<file path="config.mk">
export PLATFORM = sky130hd
export DESIGN_NAME = escaped_crc_frame_parser_top
export DESIGN_NICKNAME = d
export VERILOG_FILES = /design/src/rtl/ecfp_pkg.sv /design/src/rtl/ecfp_front.sv /design/src/rtl/ecfp_fifo.sv /design/src/rtl/ecfp_back.sv /design/src/rtl/escaped_crc_frame_parser_top.sv
export SDC_FILE = /design/constraint.sdc
export NUM_CORES = 1
export LEC_CHECK = 0
export BUFFER_PORTS_ARGS = -buffer_cell sky130_fd_sc_hd__buf_2
export CAP_MARGIN = 10
export CORE_MARGIN = 2
export CORE_UTILIZATION = 25
export DETAILED_ROUTE_END_ITERATION = 10
export PLACE_DENSITY = 0.48
export SYNTH_ARGS = -nofsm -noshare
export SYNTH_HDL_FRONTEND = slang
export SYNTH_SLANG_ARGS = --single-unit
</file>
<file path="constraint.sdc">
create_clock -name clk -period 6.8 [get_ports clk]
set_clock_uncertainty 0.15 [all_clocks]
set_input_delay 0 -clock clk [delete_from_list [all_inputs] [get_ports clk]]
set_output_delay 0 -clock clk [all_outputs]
set_load 0.01 [all_outputs]
</file>
<file path="src/rtl/ecfp_pkg.sv">
`default_nettype none
// ----------------------------------------------------------------------------
// ecfp_pkg - shared types and constants of the escaped CRC frame parser
// Token passed from the parse front to the execute back, codes and the CRC step.
// ----------------------------------------------------------------------------
package ecfp_pkg;

	localparam logic [7:0]  SYNC_BYTE = 8'h7E;
	localparam logic [7:0]  ESC_BYTE  = 8'h1B;
	localparam logic [15:0] CRC_POLY  = 16'h1021;
	localparam logic [15:0] CRC_SEED  = 16'h7E7E;

	typedef enum logic [2:0] {
		PH_SYNC1,
		PH_SYNC2,
		PH_HEADER,
		PH_PAYLOAD,
		PH_CRCLO,
		PH_CRCHI,
		PH_DONE
	} phase_t;

	// work the back end does for one word
	typedef enum logic [2:0] {
		OP_NOP,
		OP_ESC,
		OP_HDR,
		OP_PAY,
		OP_CRCLO,
		OP_CRCHI,
		OP_SYNC_ERR,
		OP_TRUNC
	} op_t;

	typedef enum logic [1:0] {
		KIND_PAYLOAD,
		KIND_ACCEPT,
		KIND_REJECT
	} kind_t;

	typedef enum logic [1:0] {
		ERR_NONE,
		ERR_SYNC,
		ERR_TRUNC,
		ERR_CRC
	} err_t;

	typedef struct packed {
		op_t        op;
		logic [7:0] data;
		logic [7:0] idx;
		logic       last;   // end of buffer: back end state returns to reset
	} token_t;

	// CRC-16, polynomial 0x1021, message bits shifted in MSB first
	function automatic logic [15:0] crc16_next(input logic [15:0] crc, input logic [7:0] d);
		logic [15:0] c;
		logic        top;
		c = crc;
		for (int i = 7; i >= 0; i--) begin
			top = c[15];
			c = {c[14:0], d[i]};
			if (top)
				c = c ^ CRC_POLY;
		end
		return c;
	endfunction

endpackage
`default_nettype wire

</file>
<file path="src/rtl/ecfp_front.sv">
`default_nettype none
// ----------------------------------------------------------------------------
// ecfp_front - byte classifier
// Tracks sync, escape and field position of each received byte and turns it
// into a token for the back end.
// ----------------------------------------------------------------------------
module ecfp_front (
	input  wire logic             clk,
	input  wire logic             arst_n,
	input  wire logic             accept,
	input  wire logic [7:0]       rx_byte,
	input  wire logic             end_of_buffer,
	output ecfp_pkg::token_t      token,
	output logic                  token_valid
);

	ecfp_pkg::phase_t phase_q, phase_d;
	logic             esc_q, esc_d;
	logic [7:0]       fcnt_q, fcnt_d;
	logic [7:0]       len_q, len_d;
	logic             is_esc;

	assign is_esc = !esc_q && (rx_byte == ecfp_pkg::ESC_BYTE);

	always_comb begin
		phase_d     = phase_q;
		esc_d       = esc_q;
		fcnt_d      = fcnt_q;
		len_d       = len_q;
		token.op    = ecfp_pkg::OP_NOP;
		token.data  = rx_byte;
		token.idx   = fcnt_q;
		token.last  = end_of_buffer;
		unique case (phase_q)
			ecfp_pkg::PH_SYNC1, ecfp_pkg::PH_SYNC2: begin
				if (rx_byte != ecfp_pkg::SYNC_BYTE) begin
					token.op = ecfp_pkg::OP_SYNC_ERR;
					phase_d  = ecfp_pkg::PH_DONE;
				end else if (phase_q == ecfp_pkg::PH_SYNC1) begin
					phase_d = ecfp_pkg::PH_SYNC2;
				end else begin
					phase_d = ecfp_pkg::PH_HEADER;
				end
			end
			ecfp_pkg::PH_HEADER: begin
				if (is_esc) begin
					token.op = ecfp_pkg::OP_ESC;
					esc_d    = 1'b1;
				end else begin
					token.op = ecfp_pkg::OP_HDR;
					esc_d    = 1'b0;
					if (fcnt_q == 8'd3) begin
						len_d   = rx_byte;
						fcnt_d  = '0;
						phase_d = (rx_byte == 8'd0) ? ecfp_pkg::PH_CRCLO : ecfp_pkg::PH_PAYLOAD;
					end else begin
						fcnt_d = fcnt_q + 8'd1;
					end
				end
			end
			ecfp_pkg::PH_PAYLOAD: begin
				if (is_esc) begin
					token.op = ecfp_pkg::OP_ESC;
					esc_d    = 1'b1;
				end else begin
					token.op = ecfp_pkg::OP_PAY;
					esc_d    = 1'b0;
					// index stays below the length, so the increment cannot wrap
					if (fcnt_q + 8'd1 >= len_q) begin
						fcnt_d  = '0;
						phase_d = ecfp_pkg::PH_CRCLO;
					end else begin
						fcnt_d = fcnt_q + 8'd1;
					end
				end
			end
			ecfp_pkg::PH_CRCLO, ecfp_pkg::PH_CRCHI: begin
				// escape byte in the CRC field is not part of the CRC
				if (is_esc) begin
					esc_d = 1'b1;
				end else begin
					esc_d = 1'b0;
					if (phase_q == ecfp_pkg::PH_CRCLO) begin
						token.op = ecfp_pkg::OP_CRCLO;
						phase_d  = ecfp_pkg::PH_CRCHI;
					end else begin
						token.op = ecfp_pkg::OP_CRCHI;
						phase_d  = ecfp_pkg::PH_DONE;
					end
				end
			end
			default: begin
			end
		endcase
		if (end_of_buffer) begin
			if (phase_d != ecfp_pkg::PH_DONE)
				token.op = ecfp_pkg::OP_TRUNC;
			phase_d = ecfp_pkg::PH_SYNC1;
			esc_d   = 1'b0;
			fcnt_d  = '0;
			len_d   = '0;
		end
	end

	assign token_valid = (token.op != ecfp_pkg::OP_NOP) || end_of_buffer;

	always_ff @(posedge clk or negedge arst_n) begin
		if (!arst_n) begin
			phase_q <= ecfp_pkg::PH_SYNC1;
			esc_q   <= 1'b0;
			fcnt_q  <= '0;
			len_q   <= '0;
		end else if (accept) begin
			phase_q <= phase_d;
			esc_q   <= esc_d;
			fcnt_q  <= fcnt_d;
			len_q   <= len_d;
		end
	end

	a_eob_restart: assert property (@(posedge clk) disable iff (!arst_n)
		accept && end_of_buffer |=> phase_q == ecfp_pkg::PH_SYNC1 && !esc_q)
		else $error("front did not restart after end of buffer");

	a_esc_phase: assert property (@(posedge clk) disable iff (!arst_n)
		esc_q |-> phase_q == ecfp_pkg::PH_HEADER || phase_q == ecfp_pkg::PH_PAYLOAD ||
			phase_q == ecfp_pkg::PH_CRCLO || phase_q == ecfp_pkg::PH_CRCHI)
		else $error("escape pending outside an escaped field");

endmodule
`default_nettype wire

</file>
<file path="src/rtl/ecfp_fifo.sv">
`default_nettype none
// ----------------------------------------------------------------------------
// ecfp_fifo - token queue
// Small register queue between the front and the back end.
// ----------------------------------------------------------------------------
module ecfp_fifo #(
	parameter int WIDTH = 20,
	parameter int DEPTH = 2
) (
	input  wire logic             clk,
	input  wire logic             arst_n,
	input  wire logic             wr_en,
	input  wire logic [WIDTH-1:0] wr_data,
	input  wire logic             rd_en,
	output logic      [WIDTH-1:0] rd_data,
	output logic                  full,
	output logic                  empty
);

	localparam int PW = (DEPTH > 1) ? $clog2(DEPTH) : 1;
	localparam int CW = $clog2(DEPTH + 1);
	localparam logic [PW-1:0] LAST_PTR = PW'(DEPTH - 1);
	localparam logic [CW-1:0] FULL_CNT = CW'(DEPTH);

	logic [WIDTH-1:0] mem_q [DEPTH];
	logic [PW-1:0]    wr_ptr_q, rd_ptr_q;
	logic [CW-1:0]    count_q;
	logic             do_wr, do_rd;

	assign full    = (count_q == FULL_CNT);
	assign empty   = (count_q == '0);
	assign do_wr   = wr_en && !full;
	assign do_rd   = rd_en && !empty;
	assign rd_data = mem_q[rd_ptr_q];

	always_ff @(posedge clk) begin
		if (do_wr)
			mem_q[wr_ptr_q] <= wr_data;
	end

	always_ff @(posedge clk or negedge arst_n) begin
		if (!arst_n) begin
			wr_ptr_q <= '0;
			rd_ptr_q <= '0;
			count_q  <= '0;
		end else begin
			if (do_wr)
				wr_ptr_q <= (wr_ptr_q == LAST_PTR) ? '0 : wr_ptr_q + PW'(1);
			if (do_rd)
				rd_ptr_q <= (rd_ptr_q == LAST_PTR) ? '0 : rd_ptr_q + PW'(1);
			if (do_wr && !do_rd)
				count_q <= count_q + CW'(1);
			else if (do_rd && !do_wr)
				count_q <= count_q - CW'(1);
		end
	end

	a_count_bound: assert property (@(posedge clk) disable iff (!arst_n)
		count_q <= FULL_CNT)
		else $error("queue count beyond depth");

endmodule
`default_nettype wire

</file>
<file path="src/rtl/ecfp_back.sv">
`default_nettype none
// ----------------------------------------------------------------------------
// ecfp_back - token executor
// Runs the CRC, keeps the header and builds results into the output register.
// ----------------------------------------------------------------------------
module ecfp_back (
	input  wire logic             clk,
	input  wire logic             arst_n,
	input  wire ecfp_pkg::token_t token,
	input  wire logic             token_avail,
	output logic                  token_take,
	input  wire logic             pop,
	output logic                  empty,
	output logic [1:0]            kind,
	output logic [1:0]            error_code,
	output logic [7:0]            payload_byte,
	output logic [7:0]            payload_index,
	output logic [7:0]            dest_addr,
	output logic [7:0]            src_addr,
	output logic [7:0]            status_byte,
	output logic [7:0]            payload_len
);

	logic [15:0] crc_q;
	logic [7:0]  dest_q, src_q, stat_q, len_q, crclo_q;
	logic        out_valid_q;
	logic        res_valid;
	logic        crc_good;
	ecfp_pkg::kind_t res_kind;
	ecfp_pkg::err_t  res_err;

	assign empty      = !out_valid_q;
	assign token_take = token_avail && (!out_valid_q || pop);
	assign crc_good   = (crclo_q == crc_q[7:0]) && (token.data == crc_q[15:8]);

	always_comb begin
		res_valid = 1'b1;
		res_kind  = ecfp_pkg::KIND_REJECT;
		res_err   = ecfp_pkg::ERR_NONE;
		unique case (token.op)
			ecfp_pkg::OP_PAY:      res_kind = ecfp_pkg::KIND_PAYLOAD;
			ecfp_pkg::OP_SYNC_ERR: res_err  = ecfp_pkg::ERR_SYNC;
			ecfp_pkg::OP_TRUNC:    res_err  = ecfp_pkg::ERR_TRUNC;
			ecfp_pkg::OP_CRCHI: begin
				res_kind = crc_good ? ecfp_pkg::KIND_ACCEPT : ecfp_pkg::KIND_REJECT;
				res_err  = crc_good ? ecfp_pkg::ERR_NONE : ecfp_pkg::ERR_CRC;
			end
			default:               res_valid = 1'b0;
		endcase
	end

	always_ff @(posedge clk or negedge arst_n) begin
		if (!arst_n) begin
			out_valid_q <= 1'b0;
			crc_q       <= ecfp_pkg::CRC_SEED;
			dest_q      <= '0;
			src_q       <= '0;
			stat_q      <= '0;
			len_q       <= '0;
			crclo_q     <= '0;
		end else begin
			if (token_take)
				out_valid_q <= res_valid;
			else if (pop)
				out_valid_q <= 1'b0;
			if (token_take) begin
				if (token.last) begin
					crc_q   <= ecfp_pkg::CRC_SEED;
					dest_q  <= '0;
					src_q   <= '0;
					stat_q  <= '0;
					len_q   <= '0;
					crclo_q <= '0;
				end else begin
					if (token.op == ecfp_pkg::OP_ESC || token.op == ecfp_pkg::OP_HDR ||
							token.op == ecfp_pkg::OP_PAY)
						crc_q <= ecfp_pkg::crc16_next(crc_q, token.data);
					if (token.op == ecfp_pkg::OP_HDR) begin
						unique case (token.idx[1:0])
							2'd0:    dest_q <= token.data;
							2'd1:    src_q  <= token.data;
							2'd2:    stat_q <= token.data;
							default: len_q  <= token.data;
						endcase
					end
					if (token.op == ecfp_pkg::OP_CRCLO)
						crclo_q <= token.data;
				end
			end
		end
	end

	// result word; header fields only with an accepted frame
	always_ff @(posedge clk) begin
		if (token_take && res_valid) begin
			kind          <= res_kind;
			error_code    <= res_err;
			payload_byte  <= (res_kind == ecfp_pkg::KIND_PAYLOAD) ? token.data : 8'd0;
			payload_index <= (res_kind == ecfp_pkg::KIND_PAYLOAD) ? token.idx : 8'd0;
			dest_addr     <= (res_kind == ecfp_pkg::KIND_ACCEPT) ? dest_q : 8'd0;
			src_addr      <= (res_kind == ecfp_pkg::KIND_ACCEPT) ? src_q : 8'd0;
			status_byte   <= (res_kind == ecfp_pkg::KIND_ACCEPT) ? stat_q : 8'd0;
			payload_len   <= (res_kind == ecfp_pkg::KIND_ACCEPT) ? len_q : 8'd0;
		end
	end

	a_reject_has_code: assert property (@(posedge clk) disable iff (!arst_n)
		out_valid_q && kind == ecfp_pkg::KIND_REJECT |-> error_code != ecfp_pkg::ERR_NONE)
		else $error("rejected frame without error code");

	a_good_no_code: assert property (@(posedge clk) disable iff (!arst_n)
		out_valid_q && kind != ecfp_pkg::KIND_REJECT |-> error_code == ecfp_pkg::ERR_NONE)
		else $error("error code on a non-reject word");

endmodule
`default_nettype wire

</file>
<file path="src/rtl/escaped_crc_frame_parser_top.sv">
`default_nettype none
// ----------------------------------------------------------------------------
// escaped_crc_frame_parser_top - byte-stuffed frame deframer with CRC-16 check
// Accepts one received byte per clock while full is low and delivers payload words and a verdict.
// ----------------------------------------------------------------------------
// Takes one raw byte per clock while full is low. A front stage tracks sync,
// escapes and field position and hands a token per byte into a token queue of
// QUEUE_DEPTH entries; the back end runs the CRC-16 (one byte per clock while
// pop keeps up) and loads the output register, so a result is on the result
// ports once its token has passed the queue and the output register, and can
// be popped from there. The sustained rate is one byte per clock while pop
// keeps up; full rises once the queue holds QUEUE_DEPTH tokens behind an
// unread result. Escape bytes inside the CRC field and bytes after a verdict
// make no token unless they end the buffer.
// ----------------------------------------------------------------------------
module escaped_crc_frame_parser_top #(
	parameter int QUEUE_DEPTH = 2
) (
	input  wire logic       clk,
	input  wire logic       arst_n,
	input  wire logic       push,
	output logic            full,
	input  wire logic [7:0] rx_byte,
	input  wire logic       end_of_buffer,
	output logic            empty,
	input  wire logic       pop,
	output logic [1:0]      kind,
	output logic [1:0]      error_code,
	output logic [7:0]      payload_byte,
	output logic [7:0]      payload_index,
	output logic [7:0]      dest_addr,
	output logic [7:0]      src_addr,
	output logic [7:0]      status_byte,
	output logic [7:0]      payload_len
);

	localparam int TW = $bits(ecfp_pkg::token_t);

	ecfp_pkg::token_t front_tok, back_tok;
	logic             front_tok_valid;
	logic             accept;
	logic             q_empty;
	logic             take;
	logic [TW-1:0]    q_rd_data;

	assign accept   = push && !full;
	assign back_tok = ecfp_pkg::token_t'(q_rd_data);

	ecfp_front u_front (
		.clk           (clk),
		.arst_n        (arst_n),
		.accept        (accept),
		.rx_byte       (rx_byte),
		.end_of_buffer (end_of_buffer),
		.token         (front_tok),
		.token_valid   (front_tok_valid)
	);

	ecfp_fifo #(
		.WIDTH (TW),
		.DEPTH (QUEUE_DEPTH)
	) u_queue (
		.clk     (clk),
		.arst_n  (arst_n),
		.wr_en   (accept && front_tok_valid),
		.wr_data (front_tok),
		.rd_en   (take),
		.rd_data (q_rd_data),
		.full    (full),
		.empty   (q_empty)
	);

	ecfp_back u_back (
		.clk           (clk),
		.arst_n        (arst_n),
		.token         (back_tok),
		.token_avail   (!q_empty),
		.token_take    (take),
		.pop           (pop),
		.empty         (empty),
		.kind          (kind),
		.error_code    (error_code),
		.payload_byte  (payload_byte),
		.payload_index (payload_index),
		.dest_addr     (dest_addr),
		.src_addr      (src_addr),
		.status_byte   (status_byte),
		.payload_len   (payload_len)
	);

endmodule
`default_nettype wire
</file>
# Word-level counts from Yosys, hierarchy flattened

Memories as Yosys holds them, arrays and structs flattened.
Cells that the tools add are included.

RAM bits: 40
Input bits: 13
Register bits after elaboration: 133
Logic and storage cells: 205
Memories: 1
Output and inout port bits: 54

Memories:

| memory        | words | width | read ports | clocked after memory_dff | wr ports | RTL line        | text |
|---|---|---|---|---|---|---|---|
| u_queue.mem_q | 2     | 20    | 1          | 0                        | 1        | ecfp_fifo.sv:25 | `logic [WIDTH-1:0] mem_q [DEPTH];` |

Bitwise gates (word level): 8
Reductions and logical operators: 52
Order comparisons: 1
Equal/unequal tests: 26
Multiplexer cells: 90
Add/subtract/negate cells: 5

Operators by type and width:

| kind                                                                    | count |
|---|---|
| 16-bit two-way mux                                                      | 23 |
| 8-bit two-way mux                                                       | 23 |
| 13-bit two-way mux                                                      | 8 |
| 3-bit two-way mux                                                       | 12 |
| 3-bit NOT                                                               | 8 |
| 3-bit case mux with 4 select lines                                      | 2 |
| 2-bit nonzero test                                                      | 11 |
| 3-bit == test, second input constant                                    | 6 |
| 8-bit == test                                                           | 2 |
| 2-bit two-way mux                                                       | 8 |
| 8-bit case mux with 2 select lines                                      | 1 |
| 3-bit by 2-bit == test with 1-bit output, second input constant         | 4 |
| 3-bit AND reduction                                                     | 4 |
| 1-bit two-way mux                                                       | 11 |
| 1-bit logical AND                                                       | 10 |
| 3-bit inequality test, second input constant                            | 3 |
| 8-bit by 1-bit adder with 8-bit output, second input constant           | 1 |
| 8-bit by 2-bit == test with 1-bit output, second input constant         | 1 |
| 8-bit by 5-bit == test with 1-bit output, second input constant         | 1 |
| 8-bit >= comparator                                                     | 1 |
| 8-bit zero test                                                         | 1 |
| 8-bit by 7-bit inequality test with 1-bit output, second input constant | 1 |
| 4-bit AND reduction                                                     | 2 |
| 4-bit OR reduction                                                      | 2 |
| 18 further kinds                                                        | 36 |

# Longest topological paths before layout

Gate-level depths: netlist of the first run.
An unclocked memory read counts as a cell.

Depth in word-level cells: 41
Depth in mapped cells: 12
Mapped depth without buffers: 11

# By module

From an unflattened synthesis of the first run, not the netlist that was laid out.

Cell total of the unflattened synthesis: 629
Area total of the unflattened synthesis: 7920.1 um^2

By module, submodules not included:

| module                       | times used | area an instance (um^2) | cells an instance | seq. area each (um^2) |
|---|---|---|---|---|
| ecfp_back                    | 1          | 4733.3                  | 367               | 3002.9 |
| ecfp_fifo                    | 1          | 1637.8                  | 81                | 1301.2 |
| ecfp_front                   | 1          | 1530.2                  | 178               | 500.5 |
| escaped_crc_frame_parser_top | 1          | 18.8                    | 3                 | 0.0 |

# Worst setup path after synthesis of the first run

OpenSTA, ideal clock, no wires.

Path type: reg-to-reg
Start point: register u_queue.rd_ptr_q
End point: register u_back.dest_addr[0] (enable)
Buffers on the path: 3
Data required time: 6.188 ns
Arrival: 3.486 ns
Cell stages (with the launch flop): 8
Period minus slack after synthesis: 4.098 ns
Slack: 2.702 ns
Library setup time: 0.462 ns
Path through: dfrtp_1 buf_6 buf_6 buf_2 mux2i_1 nor2_1 nor2_1 nor2_1

Longest elaborated chain between the ends: 5
Elaborated cells between the ends (all ways): 8
Those cells by class: eq/ne: 4; mux: 1; reduce/logical: 2; memory: 1

RTL lines:

| element                                                                   | RTL line         | text |
|---|---|---|
| start: declaration                                                        | ecfp_fifo.sv:26  | `logic [PW-1:0] wr_ptr_q, rd_ptr_q;` |
| start signal: assignment                                                  | ecfp_fifo.sv:50  | `rd_ptr_q <= (rd_ptr_q == LAST_PTR) ? '0 : rd_ptr_q + PW'(1);` |
| memory 2 x 20 bit (*)                                                     | --               |  |
| 3-bit == test or 3-bit by 2-bit == test with 1-bit output (tied branches) | ecfp_back.sv:40  | `unique case (token.op)` |
| 4-bit OR reduction (no line) (*)                                          | --               |  |
| 1-bit two-way mux (*)                                                     | ecfp_back.sv:40  |  |
| 1-bit logical AND (*)                                                     | ecfp_back.sv:95  | `if (token_take && res_valid) begin` |
| end signal: assignment                                                    | ecfp_back.sv:100 | `dest_addr <= (res_kind == ecfp_pkg::KIND_ACCEPT) ? dest_q : 8'd0;` |
| end: declaration                                                          | ecfp_back.sv:18  | `output logic [7:0] dest_addr,` |

Mark *: on every way between the ends. The rest lies on a longest branch, timed or not.
A chain may end at the register's enable or synchronous reset.

==> results of run 1 <==
## state kept, by name, summed over array words and instances, names as in the netlist, 2 cells and up
register,count
u_back.status_byte,8
u_back.kind,2
u_back.src_addr,8
u_queue.mem_q,40
u_queue.count_q,2
u_back.payload_len,8
u_back.len_q,8
u_front.phase_q,3
u_front.fcnt_q,8
u_back.payload_byte,8
u_back.crc_q,16
u_back.dest_q,8
u_back.payload_index,8
u_back.stat_q,8
u_back.error_code,2
u_back.src_q,8
u_front.len_q,8
u_back.dest_addr,8
u_back.crclo_q,8
## cells by family after synthesis
group,synth area share
multiplexers,0.0929
AO/OA/AOI/OAI,0.0750
adder cells (fa/ha/maj),0.0161
buffers and inverters,0.0229
XOR/XNOR,0.0542
AND/OR/NAND/NOR,0.119
flip-flops,0.619
## cell type report
class / count / area, µm²
fillers: 3147 / 21300
flip-flops and latches: 173 / 4800
multi-input cells: 385 / 2780
repair buffers: 87 / 528
well taps: 396 / 495
clock buffers: 18 / 450
clock inverters: 14 / 141
inverters: 14 / 52.6
## layer usage
layer  wire (µm)  vias up  global-route usage
li1            -     2309                   -
met1        8060     2339               0.143
met2        8000       80               0.173
met3         546       14              0.0222
met4         210        0              0.0323
met5           0        -                   0
## critical path, cell delays in order (launching register included)
cell     delay [ns]
dfrtp_1        0.49
and3_1         0.28
and3_1         0.25
and3_1         0.23
xor2_1         0.08
ha_1           0.30
nand2_1        0.07
o31ai_1        0.73
a31oi_1        0.22
nor3_1         0.40
a21oi_1        0.17
## placed cells by master (no fill, tap or decap), types with 3 or more instances in the layout
cell type      instances
ha_1                  10
nand2b_1              13
nor2_1                59
dfstp_2               12
dfrtp_1               69
nor4_2                 3
inv_6                  4
edfxtp_1              92
nand4_1                5
dlygate4sd3_1         15
o31ai_1                7
and3_1                 6
nor3b_1                3
o21ai_1               16
nand2_1               24
mux2i_1               15
mux2_1                40
nor2_4                 3
nor3_1                 6
a22o_1                11
clkbuf_16             18
buf_2                 65
a31oi_1                8
and2_1                34
o21ai_0                4
buf_4                  7
nand3_1               10
xor2_1                14
mux2_2                 3
inv_1                 14
xnor2_1               34
mux2i_2                3
inv_8                  4
a21oi_1               23
o21a_1                 3
## power breakdown
group / leakage [nW] / internal [mW] / switching (mW)
registers: 1.92 / 1.62 / 0.222
logic: 1.51 / 0.638 / 0.962
clock network: 0.286 / 0.510 / 0.451
total: 3.71 / 2.76 / 1.63
## timing repair
| item | in CTS | in global routing |
|---|---|---|
| hold buffers | 15 | 0 |
| buffers inserted | 0 | 0 |
| endpoints found under the hold margin | 108 | 0 |
## path summary, 6_finish.rpt
kind,startpoint,to,cells past startpoint
hold reg to reg,u_back.stat_q[2],u_back.stat_q[2],1
hold / removal,rx_byte[7],u_queue.mem_q[0][16],2
setup reg to reg,u_front.fcnt_q[2],u_queue.mem_q[1][17],10
max in group asynchronous,arst_n,u_back.crc_q[8],4
min in group asynchronous,arst_n,u_back.crc_q[12],3
setup / recovery,u_front.fcnt_q[2],u_queue.mem_q[1][17],10
## through the flow
stage / total power, mW / instances / hold slack [ns]
after floorplan: 2.98 / 593 / -0.446
after global placement: 3.49 / 1040 / -0.219
after detailed placement: 3.50 / 1040 / -0.220
after CTS: 4.48 / 1087 / 0.214
after global routing: 4.70 / 1087 / 0.247
final: 4.40 / 1087 / 0.238
==> flow_summary.yaml, run 1 <==
status:
  status: "complete, no violations"
setup_path:
  startpoint_type: "flip-flop"
  worstPathRequired_ns: 6.79
  rrSetupSlack_ns: 3.16
  cp_max_fo: 9
  endpoint_kind: "flip-flop"
  critPathArrivalTime_ns: 3.63
  worstSetupPathType: "flip-flop to flip-flop"
finish:
  drive_above_1_share: 0.200
  design_area_um2: 9250
  final_util: 0.303
  area_growth_syn_to_layout_pct: 19.3
  final_nets: 701
  antenna_cells: 0
synthesis:
  syn_avg_cell_area_um2: 13.1
  synthTopCellsByArea: "edfxtp_1 36%, dfrtp_1 22%, mux2_1 5.8%, dfstp_2 4.1%, xnor2_1 3.8%"
  synth_nets: 616
  synth_sequential_area_ratio: 0.619
  netlist.area_leader.share: 0.356
  yosys-top-cells-count: "92 x edfxtp_1, 69 x dfrtp_1, 60 x nor2_1, 40 x mux2_1"
  ys.warnings.count: 0
  ys_types: 55
  synth_edf_count: 92
  ys.flop_type: "edfxtp_1"
  yosysTopAreaCell: "edfxtp_1"
  yosys_register_bits: 173
  synth_area_um2: 7760
  postSynthCellCount: 593
  synthArstFlopShare: 0.468
  synth.most_common_cell: "edfxtp_1"
die:
  rows: 64
  core-area_um2: 30600
  die_w_um: 180
  start_util: 0.254
  die_area_um2: 32500
  pin_count: 67
  dieHeight_um: 180
cts:
  cts.clk_slew.worst_paths_ns: 0.07
  ctsHtreeMaxLevel: 4
  clockRootBuffer: "clkbuf_16"
  cts_tree: "yes"
  cts_resized: 0
  numCtsBuffers: 17
  cts.sinks: 173
  insertion_delay_ns: 0.43
  clock_path_buffers: 2
timing:
  timing.final.crit_share: 0.536
  final_hold_viol_count: 0
  tns_ns: 0
  rsz0062_at_grt: "no"
  min_period_ns: 3.64
  setup-violations-final: 0
  layout_setup_ws_ns: 3.16
  max_slew_margin: 0.319
  slew_violations: 0
  clock.fmax_mhz: 274
  worst_pin_slew_ns: 1.02
routing:
  drc: 0
  final_antenna_net_count: 0
  dr.pass1.iters: 4
  wl_um: 16800
  wl_per_cell_um: 15.5
  vias: 4742
  vias_per_cell: 4.36
  dr.first_iter.drc_count: 226
grt:
  grt_pass1_vias: 4657
  grt_max_degree: 63
  grt_util_all_layers: 0.106
  grt-ovfl-total: 0
  grt_first_pass_wirelength_um: 26800
  antenna_found_initial: 0
worst_hold_path:
  hp-class: "input pin to flip-flop"
pwr:
  irDropWorstVdd_v: 0.000196
  power_density_nw_per_um2: 475
  p_leak_nw: 3.71
place:
  port_buffers: 66
  routabilityCongestion: 0.803
  pre_cts_slack_ns: 3.23
  dp_hpwl_um: 11900
  place_area_um2: 8510
flow_run:
  maxCapViolCount: 0
(Power assumes the default switching activity.)
==> inputs of run 2 (changes only) <==
Clock period 6.8 ns to 3.75 ns, I/O delays scaled along.
==> run 2 against run 1 <==
Effect of this change:
- sequential cell count is the same
- combinational power increased by 84%
- wire length is 0.23% lower
- first-iteration DRC count up 45%
- non-clock buffer count grew 4
- worst setup slack worse by 2.9 ns
- critical endpoint is now u_queue.mem_q[0][17]
- clock-buffer cell count fell by 1
- critical path depth is the same
- die area unchanged
- largest cell class unchanged
- worst hold slack worse by 0.18 ns
==> flow_summary.yaml, run 2 (same netlist as run 1, synthesis figures left out) <==
finish:
  regMostFlops: "u_queue.mem_q"
  area_growth_syn_to_layout_pct: 20.1
  antenna_cells: 0
  final_cell_mix: "92 x edfxtp_1, 69 x dfrtp_1, 65 x buf_2, 59 x nor2_1, 40 x mux2_1"
  final_common_cell: "edfxtp_1"
  largest_register_ffs: 40
  drive_above_1_share: 0.207
  reg_top3: "u_queue.mem_q x40, u_back.crc_q x16"
  final_nets: 705
  fillers: 3156
  final_util: 0.304
timing:
  min_period_ns: 3.45
  max_slew_margin: 0.422
  slew_violations: 0
  layout_setup_ws_ns: 0.301
  tns_ns: 0
  rsz0062_at_grt: "no"
  hold-worst-slack_ns: 0.0550
  final_hold_viol_count: 0
  worst_pin_slew_ns: 0.867
  clock.fmax_mhz: 290
  setup-violations-final: 0
  timing.final.crit_share: 0.920
setup_path:
  crit_chain: "and3_1 -> and3_1 -> and3_1 -> xor2_1 -> ha_1 -> nand2_1 -> o31ai_1 -> a31oi_1 -> nor3_1 -> a21oi_1"
  crit_start: "u_front.fcnt_q[0]"
  r2r_cells: 10
  worstPathRequired_ns: 3.75
  crit_top_cell: "and3_1"
  startpoint_type: "flip-flop"
  r2r_start: "u_front.fcnt_q[0]"
  cp_max_fo: 7
  crit_buf_inv: 0
  worst-path-stages: 10
  slowest_stage: "o31ai_1"
  r2r-end: "u_queue.mem_q[0][17]"
  endpoint_kind: "flip-flop"
  rrSetupSlack_ns: 0.30
  crit_family: "simple AND/OR/NAND/NOR gates"
  cp-endpoint: "u_queue.mem_q[0][17]"
  critPathArrivalTime_ns: 3.45
  worstSetupPathType: "flip-flop to flip-flop"
  slowest_delay_ns: 0.59
worst_hold_path:
  hp-class: "input pin to asynchronous set/reset pin"
status:
  status: "complete, no violations"
cts:
  cts.sinks: 173
  clock_path_buffers: 2
  insertion_delay_ns: 0.43
  ctsHtreeMaxLevel: 4
  cts_tree: "yes"
  cts.clk_slew.worst_paths_ns: 0.07
  numCtsBuffers: 17
  clockRootBuffer: "clkbuf_16"
flow_run:
  maxCapViolCount: 0
routing:
  vias: 4755
  dr.first_iter.drc_count: 327
  vias_per_cell: 4.36
  dr.pass1.iters: 4
  wl_per_cell_um: 15.4
  final_antenna_net_count: 0
  drc: 0
  wl_um: 16800
pwr:
  p_leak_nw: 3.75
  power_density_nw_per_um2: 868
  irDropWorstVdd_v: 0.000405
die:
  pin_count: 67
  dieHeight_um: 180
  start_util: 0.254
  die_area_um2: 32500
  die_w_um: 180
  rows: 64
  core-area_um2: 30600
grt:
  grt_first_pass_wirelength_um: 27000
  grt_max_degree: 60
  grt_pass1_vias: 4640
  grt_util_all_layers: 0.108
  antenna_found_initial: 0
  grt-ovfl-total: 0
place:
  pre_cts_slack_ns: 0.338
  dp_hpwl_um: 11700
  routabilityCongestion: 0.797
  port_buffers: 66
-- run 2: worst min path at each step --
| stage | startpoint | endpoint | slack (ns) | depth (start not counted) |
|---|---|---|---|---|
| 2_1_floorplan | arst_n | u_back.crc_q[0] | -0.45 | 0 |
| 3_3_place_gp | arst_n | u_front.len_q[6] | 0.02 | 1 |
| 3_5_place_dp | arst_n | u_front.len_q[6] | 0.007 | 1 |
| 4_1_cts | arst_n | u_front.len_q[6] | 0.07 | 2 |
| 5_1_grt | arst_n | u_front.len_q[5] | 0.12 | 2 |
| 6_report | arst_n | u_front.len_q[6] | 0.05 | 2 |
-- run 2: metrics by stage --
stage / total power [mW] / instance area (µm²) / instances
floorplan: 5.39 / 7760 / 593
global placement: 6.34 / 8560 / 1046
detailed placement: 6.36 / 8560 / 1046
CTS: 8.23 / 9310 / 1091
global route: 8.65 / 9310 / 1091
finish: 8.08 / 9310 / 1091
-- run 2: cell type report --
type / count / area, µm² / share of cell area
flip-flops and latches: 173 / 4800 / 0.516
multi-input cells: 385 / 2780 / 0.299
repair buffers: 91 / 553 / 0.0594
well taps: 396 / 495 / 0.0532
clock buffers: 17 / 425 / 0.0457
clock inverters: 15 / 199 / 0.0214
inverters: 14 / 52.6 / 0.00564
-- run 2: repair_timing --
action / in CTS / in global routing
hold buffers: 13 / 0
gates resized for setup: 0 / 0
endpoints found under the hold margin: 96 / 0
buffers inserted: 0 / 0
-- run 2: worst reg2reg max path, delay by kind of cell, from the launching register on --
family          cells  cell delay, ns
simple gates        5            1.18
compound gates      3            0.94
flops               1            0.45
fa+ha+maj           1            0.29
xor+xnor            1            0.15
-- run 2: routing by layer --
layer,track usage,routed length [µm]
met5,0,0
met4,0.0358,241
met3,0.0285,677
met2,0.172,8090
met1,0.143,7770
-- run 2: report_power, final --
group,internal (mW),switching [mW],leakage (nW)
registers,2.93,0.377,1.92
logic,1.18,1.76,1.53
clock network,0.968,0.864,0.302
